$ cat src/sv/ccq_pkg.sv
// Shared types and constants of the coalescing command queue.
package ccq_pkg;

    // Widths of the message fields and of the configuration index
    localparam int DATA_W  = 32;
    localparam int TAG_W   = 16;
    localparam int KIND_W  = 3;
    localparam int CFG_IDX_W = 3;

    // Result kinds
    localparam logic [KIND_W-1:0] KIND_DROPPED       = 3'd0;
    localparam logic [KIND_W-1:0] KIND_ACCEPTED      = 3'd1;
    localparam logic [KIND_W-1:0] KIND_REFUSED_REPLY = 3'd2;
    localparam logic [KIND_W-1:0] KIND_REFUSED_FULL  = 3'd3;
    localparam logic [KIND_W-1:0] KIND_POPPED        = 3'd4;
    localparam logic [KIND_W-1:0] KIND_EMPTY         = 3'd5;

    // Configuration register indexes
    localparam logic [CFG_IDX_W-1:0] CFG_CLASS_CODE   = 3'd0;
    localparam logic [CFG_IDX_W-1:0] CFG_GROUP_ON     = 3'd1;
    localparam logic [CFG_IDX_W-1:0] CFG_GROUP_OFF    = 3'd2;
    localparam logic [CFG_IDX_W-1:0] CFG_GROUP_LEVEL  = 3'd3;
    localparam logic [CFG_IDX_W-1:0] CFG_GROUP_VOLUME = 3'd4;

    // Fields that decide a conflict
    typedef struct packed {
        logic [DATA_W-1:0] device;
        logic [DATA_W-1:0] msg_class;
        logic [DATA_W-1:0] command;
    } msg_key_t;

    // One queue entry as stored in memory
    typedef struct packed {
        msg_key_t         key;
        logic [TAG_W-1:0] tag;
    } entry_t;

    // Coalescing configuration
    typedef struct packed {
        logic [DATA_W-1:0] class_code;
        logic [DATA_W-1:0] group_on;
        logic [DATA_W-1:0] group_off;
        logic [DATA_W-1:0] group_level;
        logic [DATA_W-1:0] group_volume;
    } cfg_t;

endpackage

$ cat src/sv/ccq_mem.sv
// Entry memory: one write port, one read port with registered read data.
module ccq_mem #(
    parameter int DEPTH = 16
) (
    input  logic                          clk,
    input  logic                          wr_en,
    input  logic [$clog2(DEPTH)-1:0]      wr_addr,
    input  ccq_pkg::entry_t               wr_data,
    input  logic [$clog2(DEPTH)-1:0]      rd_addr,
    output ccq_pkg::entry_t               rd_data
);

    ccq_pkg::entry_t mem_array [DEPTH];
    ccq_pkg::entry_t rd_data_reg;

    // Synchronous write and read
    always_ff @(posedge clk)
    begin
        if (wr_en)
        begin
            mem_array[wr_addr] <= wr_data;
        end
        rd_data_reg <= mem_array[rd_addr];
    end

    assign rd_data = rd_data_reg;

endmodule

$ cat src/sv/ccq_match.sv
// Conflict check between a stored entry and the message being pushed.
module ccq_match (
    input  ccq_pkg::msg_key_t stored,
    input  ccq_pkg::msg_key_t incoming,
    input  ccq_pkg::cfg_t     cfg,
    output logic              conflict
);

    logic both_cmd;
    logic same_id;
    logic stored_grp;
    logic incoming_grp;

    // Both must target the same device and carry the command class
    assign both_cmd = (stored.device == incoming.device)
                   && (stored.msg_class == cfg.class_code)
                   && (incoming.msg_class == cfg.class_code);

    assign same_id = (stored.command == incoming.command);

    // Membership in the on/off/level/volume group
    assign stored_grp = (stored.command == cfg.group_on)
                     || (stored.command == cfg.group_off)
                     || (stored.command == cfg.group_level)
                     || (stored.command == cfg.group_volume);

    assign incoming_grp = (incoming.command == cfg.group_on)
                       || (incoming.command == cfg.group_off)
                       || (incoming.command == cfg.group_level)
                       || (incoming.command == cfg.group_volume);

    assign conflict = both_cmd && (same_id || (stored_grp && incoming_grp));

endmodule

$ cat src/sv/coalescing_command_queue.sv
// Coalescing command queue: head-pointer FIFO in a synchronous RAM with compaction.
// Refusals, empty pops and pushes to an empty queue: result in the cycle after start;
// a pop answers from S_POP. A push to queued entries scans them in order up to a drop,
// then shifts the later entries down; the accepted result follows the append.
// busy drops as the final result shows, so the next transaction can start then; results
// are one-cycle strobes on result_valid that cannot stall. Async reset empties the queue.
module coalescing_command_queue #(
    parameter int QUEUE_DEPTH = 16
) (
    input  logic                              clk,
    input  logic                              rst_n,
    input  logic                              start,
    output logic                              busy,
    input  logic                              cfg_we,
    input  logic [ccq_pkg::CFG_IDX_W-1:0]     cfg_index,
    input  logic [ccq_pkg::DATA_W-1:0]        cfg_wdata,
    input  logic                              op,
    input  logic [ccq_pkg::DATA_W-1:0]        dest_device,
    input  logic [ccq_pkg::DATA_W-1:0]        message_class,
    input  logic [ccq_pkg::DATA_W-1:0]        command_id,
    input  logic                              needs_reply,
    input  logic [ccq_pkg::TAG_W-1:0]         msg_handle,
    output logic                              result_valid,
    output logic [ccq_pkg::KIND_W-1:0]        out_kind,
    output logic [ccq_pkg::TAG_W-1:0]         out_handle,
    output logic [ccq_pkg::DATA_W-1:0]        out_device,
    output logic [ccq_pkg::DATA_W-1:0]        out_class,
    output logic [ccq_pkg::DATA_W-1:0]        out_command,
    output logic                              last
);

    localparam int PW = $clog2(QUEUE_DEPTH);
    localparam int CW = $clog2(QUEUE_DEPTH + 1);
    localparam int SW = CW + 1;

    typedef enum logic [3:0] {
        S_IDLE  = 4'b0001,
        S_POP   = 4'b0010,
        S_SCAN  = 4'b0100,
        S_SHIFT = 4'b1000
    } state_t;

    state_t                  state_reg, state_next;
    logic [PW-1:0]           head_reg, head_next;
    logic [CW-1:0]           count_reg, count_next;
    logic [CW-1:0]           idx_reg, idx_next;
    ccq_pkg::entry_t         new_reg, new_next;
    ccq_pkg::cfg_t           cfg_reg, cfg_next;

    logic                    valid_reg, valid_next;
    logic [ccq_pkg::KIND_W-1:0] kind_reg, kind_next;
    logic [ccq_pkg::TAG_W-1:0]  handle_reg, handle_next;
    logic [ccq_pkg::DATA_W-1:0] device_reg, device_next;
    logic [ccq_pkg::DATA_W-1:0] class_reg, class_next;
    logic [ccq_pkg::DATA_W-1:0] command_reg, command_next;
    logic                    last_reg, last_next;

    logic                    wr_en;
    logic [PW-1:0]           wr_addr;
    ccq_pkg::entry_t         wr_data;
    logic [PW-1:0]           rd_addr;
    ccq_pkg::entry_t         rd_data;
    logic                    conflict;
    logic                    accept;
    ccq_pkg::entry_t         in_entry;

    // Logical position from head to physical RAM address
    function automatic logic [PW-1:0] to_phys(input logic [PW-1:0] head,
                                               input logic [SW-1:0] pos);
        logic [SW-1:0] sum;
        sum = SW'(head) + pos;
        if (sum >= SW'(QUEUE_DEPTH))
        begin
            sum = sum - SW'(QUEUE_DEPTH);
        end
        return sum[PW-1:0];
    endfunction

    ccq_mem #(
        .DEPTH (QUEUE_DEPTH)
    ) u_mem (
        .clk     (clk),
        .wr_en   (wr_en),
        .wr_addr (wr_addr),
        .wr_data (wr_data),
        .rd_addr (rd_addr),
        .rd_data (rd_data)
    );

    ccq_match u_match (
        .stored   (rd_data.key),
        .incoming (new_reg.key),
        .cfg      (cfg_reg),
        .conflict (conflict)
    );

    assign accept = start && (state_reg == S_IDLE);

    assign in_entry.key.device    = dest_device;
    assign in_entry.key.msg_class = message_class;
    assign in_entry.key.command   = command_id;
    assign in_entry.tag           = msg_handle;

    // Configuration writes
    always_comb
    begin
        cfg_next = cfg_reg;
        if (cfg_we)
        begin
            unique case (cfg_index)
                ccq_pkg::CFG_CLASS_CODE:   cfg_next.class_code   = cfg_wdata;
                ccq_pkg::CFG_GROUP_ON:     cfg_next.group_on     = cfg_wdata;
                ccq_pkg::CFG_GROUP_OFF:    cfg_next.group_off    = cfg_wdata;
                ccq_pkg::CFG_GROUP_LEVEL:  cfg_next.group_level  = cfg_wdata;
                ccq_pkg::CFG_GROUP_VOLUME: cfg_next.group_volume = cfg_wdata;
                default:                   cfg_next = cfg_reg;
            endcase
        end
    end

    // Sequencer: refusals, pop, scan, shift-down and append
    always_comb
    begin
        state_next   = state_reg;
        head_next    = head_reg;
        count_next   = count_reg;
        idx_next     = idx_reg;
        new_next     = new_reg;
        valid_next   = 1'b0;
        kind_next    = kind_reg;
        handle_next  = handle_reg;
        device_next  = '0;
        class_next   = '0;
        command_next = '0;
        last_next    = 1'b1;
        wr_en        = 1'b0;
        wr_addr      = to_phys(head_reg, SW'(count_reg));
        wr_data      = new_reg;
        rd_addr      = head_reg;

        unique case (state_reg)
            S_IDLE:
            begin
                if (accept)
                begin
                    if (op)
                    begin
                        if (count_reg == '0)
                        begin
                            valid_next  = 1'b1;
                            kind_next   = ccq_pkg::KIND_EMPTY;
                            handle_next = '0;
                        end
                        else
                        begin
                            state_next = S_POP;
                        end
                    end
                    else if (needs_reply)
                    begin
                        valid_next  = 1'b1;
                        kind_next   = ccq_pkg::KIND_REFUSED_REPLY;
                        handle_next = msg_handle;
                    end
                    else if (count_reg == CW'(QUEUE_DEPTH))
                    begin
                        valid_next  = 1'b1;
                        kind_next   = ccq_pkg::KIND_REFUSED_FULL;
                        handle_next = msg_handle;
                    end
                    else if (count_reg == '0)
                    begin
                        // Nothing to scan: append at once
                        wr_en       = 1'b1;
                        wr_addr     = head_reg;
                        wr_data     = in_entry;
                        count_next  = count_reg + CW'(1);
                        valid_next  = 1'b1;
                        kind_next   = ccq_pkg::KIND_ACCEPTED;
                        handle_next = msg_handle;
                    end
                    else
                    begin
                        new_next   = in_entry;
                        idx_next   = '0;
                        state_next = S_SCAN;
                    end
                end
            end

            S_POP:
            begin
                valid_next   = 1'b1;
                kind_next    = ccq_pkg::KIND_POPPED;
                handle_next  = rd_data.tag;
                device_next  = rd_data.key.device;
                class_next   = rd_data.key.msg_class;
                command_next = rd_data.key.command;
                head_next    = to_phys(head_reg, SW'(1));
                count_next   = count_reg - CW'(1);
                state_next   = S_IDLE;
            end

            S_SCAN:
            begin
                // rd_data holds entry idx_reg; fetch the next one meanwhile
                rd_addr = to_phys(head_reg, SW'(idx_reg) + SW'(1));
                if (conflict)
                begin
                    valid_next  = 1'b1;
                    kind_next   = ccq_pkg::KIND_DROPPED;
                    handle_next = rd_data.tag;
                    last_next   = 1'b0;
                    state_next  = S_SHIFT;
                end
                else if (idx_reg + CW'(1) == count_reg)
                begin
                    wr_en       = 1'b1;
                    count_next  = count_reg + CW'(1);
                    valid_next  = 1'b1;
                    kind_next   = ccq_pkg::KIND_ACCEPTED;
                    handle_next = new_reg.tag;
                    state_next  = S_IDLE;
                end
                else
                begin
                    idx_next = idx_reg + CW'(1);
                end
            end

            S_SHIFT:
            begin
                // rd_data holds entry idx_reg+1; reads stay ahead of writes
                rd_addr = to_phys(head_reg, SW'(idx_reg) + SW'(2));
                wr_en   = 1'b1;
                wr_addr = to_phys(head_reg, SW'(idx_reg));
                if (idx_reg + CW'(1) < count_reg)
                begin
                    wr_data  = rd_data;
                    idx_next = idx_reg + CW'(1);
                end
                else
                begin
                    // Last slot freed by the drop takes the new message
                    wr_data     = new_reg;
                    valid_next  = 1'b1;
                    kind_next   = ccq_pkg::KIND_ACCEPTED;
                    handle_next = new_reg.tag;
                    state_next  = S_IDLE;
                end
            end

            default:
            begin
                state_next = S_IDLE;
            end
        endcase
    end

    // Control state
    always_ff @(posedge clk or negedge rst_n)
    begin
        if (!rst_n)
        begin
            state_reg            <= S_IDLE;
            head_reg             <= '0;
            count_reg            <= '0;
            idx_reg              <= '0;
            valid_reg            <= 1'b0;
            cfg_reg.class_code   <= 32'd1;
            cfg_reg.group_on     <= '0;
            cfg_reg.group_off    <= '0;
            cfg_reg.group_level  <= '0;
            cfg_reg.group_volume <= '0;
        end
        else
        begin
            state_reg <= state_next;
            head_reg  <= head_next;
            count_reg <= count_next;
            idx_reg   <= idx_next;
            valid_reg <= valid_next;
            cfg_reg   <= cfg_next;
        end
    end

    // Payload registers
    always_ff @(posedge clk)
    begin
        new_reg     <= new_next;
        kind_reg    <= kind_next;
        handle_reg  <= handle_next;
        device_reg  <= device_next;
        class_reg   <= class_next;
        command_reg <= command_next;
        last_reg    <= last_next;
    end

    assign busy         = (state_reg != S_IDLE);
    assign result_valid = valid_reg;
    assign out_kind     = kind_reg;
    assign out_handle   = handle_reg;
    assign out_device   = device_reg;
    assign out_class    = class_reg;
    assign out_command  = command_reg;
    assign last         = last_reg;

endmodule
$ cat config.mk
export PLATFORM = sky130hd
export DESIGN_NAME = coalescing_command_queue
export DESIGN_NICKNAME = d
export VERILOG_FILES = /design/src/sv/ccq_pkg.sv /design/src/sv/ccq_mem.sv /design/src/sv/ccq_match.sv /design/src/sv/coalescing_command_queue.sv
export SDC_FILE = /design/constraint.sdc
export NUM_CORES = 2
export LEC_CHECK = 0
export ABC_CLOCK_PERIOD_IN_PS = 14700
export CAP_MARGIN = 0
export CORE_MARGIN = 5
export CORE_UTILIZATION = 57
export CTS_CLUSTER_SIZE = 28
export DETAILED_ROUTE_END_ITERATION = 10
export DONT_BUFFER_PORTS = 1
export GPL_TIMING_DRIVEN = 0
export HOLD_SLACK_MARGIN = 0.15
export PLACE_DENSITY = 0.81
export SKIP_CTS_REPAIR_TIMING = 1
export SYNTH_ARGS = -nofsm -noshare
export SYNTH_HDL_FRONTEND = slang
export SYNTH_SLANG_ARGS = --single-unit
$ cat constraint.sdc
create_clock -name clk -period 14.7 [get_ports clk]
set_input_delay 2.94 -clock clk [delete_from_list [all_inputs] [get_ports clk]]
set_output_delay 2.94 -clock clk [all_outputs]
set_load 0.005 [all_outputs]
==> flow_summary.yaml <==
outcome:
  status: "complete, but fails checks"
  violations: "DRC, capacitance limit, slew limit"
drt:
  wire_per_inst_um: 33.0
  drt_iter0_drc: 8854
  ant_nets: 0
  wl_mm: 283
  dr.pass1.iters: 11
  drc: 5
  viasPerCell: 6.44
  route.vias.total: 55200
synth:
  syn_inst: 5589
  async_reset_ff_frac: 0.0775
  yosysWarnings: 0
  synth_cell_types: 57
  ys_ff_latch: 2311
  mappedNetlistArea_um2: 95100
  seq_area_frac_synth: 0.699
  synth-edff-count: 1923
  syn_nets: 5766
  synthFlopType: "edfxtp_1"
  avgSynthCellArea_um2: 17.0
floorplanning:
  dieWidth_um: 418
  start_util: 0.575
  row_count: 149
  dieArea_um2: 175000
  io_pins: 271
  core_area_um2: 165000
  die_y_um: 418
power:
  p_leak_nw: 42.2
  power_density_nw_per_um2: 183
  ir_drop_mv: 0.153
cts:
  max-clock-path-buffers: 3
  cts_tree: "yes"
  cts.clk_slew.worst_paths_ns: 0.07
  numCtsBuffers: 214
  cts_root_buf: "clkbuf_16"
  insertion_delay_ns: 0.88
  clock_sinks: 2311
  h-tree-depth: 4
setup_path:
  cp_cell_sequence: "nor2_1 > nand3_1 > nor2_4 > a21oi_1 > xor2_1 > inv_1 > nor4_2 > buf_4 > buf_4 > buf_4 > buf_4 > buf_4 > buf_4"
  crit_family: "buffers and inverters"
  cp-start-kind: "input pin"
  worstPathBufferInverterCount: 7
  cp_max_fo: 10
  criticalPathCategory: "in2reg"
  crit_arrival_ns: 7.24
  cp_common_cell: "buf_4"
  cp_slowest_cell: "xor2_1"
  end_kind: "flip-flop"
  required_ns: 15.26
  crit_path_max_incr_delay_ns: 0.93
grt:
  track_usage: 0.315
  grt_overflow_total: 0
  grt_pass1_wl_mm: 392
  grt_pass1_vias: 54500
  grt_max_degree: 180
  antenna_found_initial: 48
finish:
  drive_above_1_share: 0.157
  syn_to_final_growth_pct: 13.7
  fillers: 10800
  stdcell_area_um2: 108000
  finalNonFillerCells: 8575
  nets: 6251
  largest_register_ffs: 1792
placement:
  dpl.cell_count: 8045
  place_hpwl_mm: 197
  gp_congestion: 0.919
  dpl_cell_area_um2: 101000
  pre_cts_slack_ns: 7.26
  portBuffers: 0
timing:
  slew_violations: 66
  rsz0062_at_grt: "false"
  finalClockSkew_ns: 0.0384
  setup_viol: 0
  worst_hold_slack_ns: 0.496
  hold_violations: 0
  worst_pin_slew_ns: 1.63
  fin_crit_ns: 6.68
  max_freq_ghz: 0.150
  setup_ws_ns: 8.02
  slew_headroom: -0.0862
  fin_setup_tns_ns: 0
  min_period_over_period: 0.454
worst_hold_path:
  hold_class: "reg2reg"
run:
  maxCapViolCount: 6
==> logic make-up after synthesis <==
| kind of cell | after synthesis | synth area share |
|---|---|---|
| buf+inv | 470 | 0.0250 |
| compound gates | 215 | 0.0195 |
| mux | 1858 | 0.198 |
| xor+xnor | 382 | 0.0352 |
| simple gates | 329 | 0.0205 |
| flops | 2311 | 0.699 |
| fa+ha+maj | 24 | 0.00355 |
==> power breakdown <==
group,internal (mW),switching (mW)
Sequential,7.48,0.457
Combinational,2.41,3.75
Clock,3.22,2.44
Total,13.1,6.65
==> Yosys cell counts, drive strengths merged (3+ instances only) <==
library cell  number  area [um2]
o211ai             5        37.5
nand4             29         181
o21ai             27         135
fa                 5         100
a221o              6        60.1
inv              140         526
edfxtp          1923       57700
nor3              18         106
xnor2             37         324
and3               9        56.3
xor2             345        3020
ha                19         238
dfxtp            209        4180
nand3              8        40.0
a22o               3        26.3
and2              92         576
nor4b              6        58.8
a21o               5        37.5
clkbuf           100         375
mux2i           1702       17000
a221oi             3        26.3
buf              229        1470
dfrtp            177        4430
nor4              97         607
nor2b              4        25.0
nor2              22        95.1
o21a               5        37.5
a21oi             10        50.1
o22ai             14        87.6
mux2             156        1760
nand2b             4        25.0
nand2             33         124
a222oi           128        1280
==> layer usage <==
layer,GRT usage,share of wire,vias to the layer above
met1,0.379,0.34,27700
met5,0,0.00032,-
met3,0.0726,0.11,914
met4,0.259,0.092,14
li1,-,-,22600
met2,0.488,0.46,4031
==> worst paths after layout <==
kind	end	slack, ns	start	cells after the start
max	u_mem.mem_array[9][51]$_DFFE_PP_	8.02	needs_reply	13
min	count_reg[4]$_DFFE_PN0P_	0.50	count_reg[4]$_DFFE_PN0P_	1
max reg2reg	u_mem.mem_array[3][87]$_DFFE_PP_	8.96	idx_reg[0]$_DFFE_PN0P_	12
min reg2reg	count_reg[4]$_DFFE_PN0P_	0.50	count_reg[4]$_DFFE_PN0P_	1
max in group asynchronous	cfg_reg[128]$_DFFE_PN1P_	12.44	rst_n	0
min in group asynchronous	cfg_reg[81]$_DFFE_PN0P_	1.78	rst_n	0
==> metrics by stage <==
| stage | power, mW | utilization |
|---|---|---|
| final | 19.7 | 0.654 |
| after global routing | 20.2 | 0.653 |
| after CTS | 19.6 | 0.652 |
| after detailed placement | 14.0 | 0.608 |
| after global placement | 13.8 | 0.592 |
| after floorplan | 12.0 | - |
==> final cells by class <==
| type | instances | area (um2) | share of cell area |
|---|---|---|---|
| repair buffers | 269 | 2650 | 0.0245 |
| flip-flops and latches | 2311 | 66400 | 0.614 |
| diodes | 119 | 298 | 0.00275 |
| clock buffers | 296 | 6040 | 0.0558 |
| plain buffers | 329 | 1850 | 0.0171 |
| clock inverters | 113 | 1200 | 0.0111 |
| multi-input cells | 2808 | 26400 | 0.244 |
| well taps | 2189 | 2740 | 0.0253 |
| inverters | 141 | 534 | 0.00494 |
==> cells in the final DEF, fill, tap and decap left out, types with 6 or more instances in the layout <==
cell type and instances:
and3_1 9, o21ai_0 27, a222oi_1 128, nor4_1 90, dfrtp_1 177, clkbuf_1 148
clkinv_4 6, a221o_1 6, nor3_1 11, buf_1 30, dfxtp_1 209, nor4_2 6
and2_1 92, ha_1 19, mux2_2 156, xor2_1 345, nand2_1 33, clkbuf_16 219
a21oi_1 10, buf_8 24, edfxtp_1 1923, bufinv_16 19, mux2i_1 1702, nand4_1 29
o22ai_1 14, nand3_1 8, buf_2 131, inv_1 139, xnor2_1 37, clkinv_1 29
buf_4 158, diode_2 119, nor3_2 6, nor2_1 18, clkbuf_8 26, inv_6 8
clkinv_2 42, buf_6 148
No activity file was read; power rests on OpenSTA's default activity.
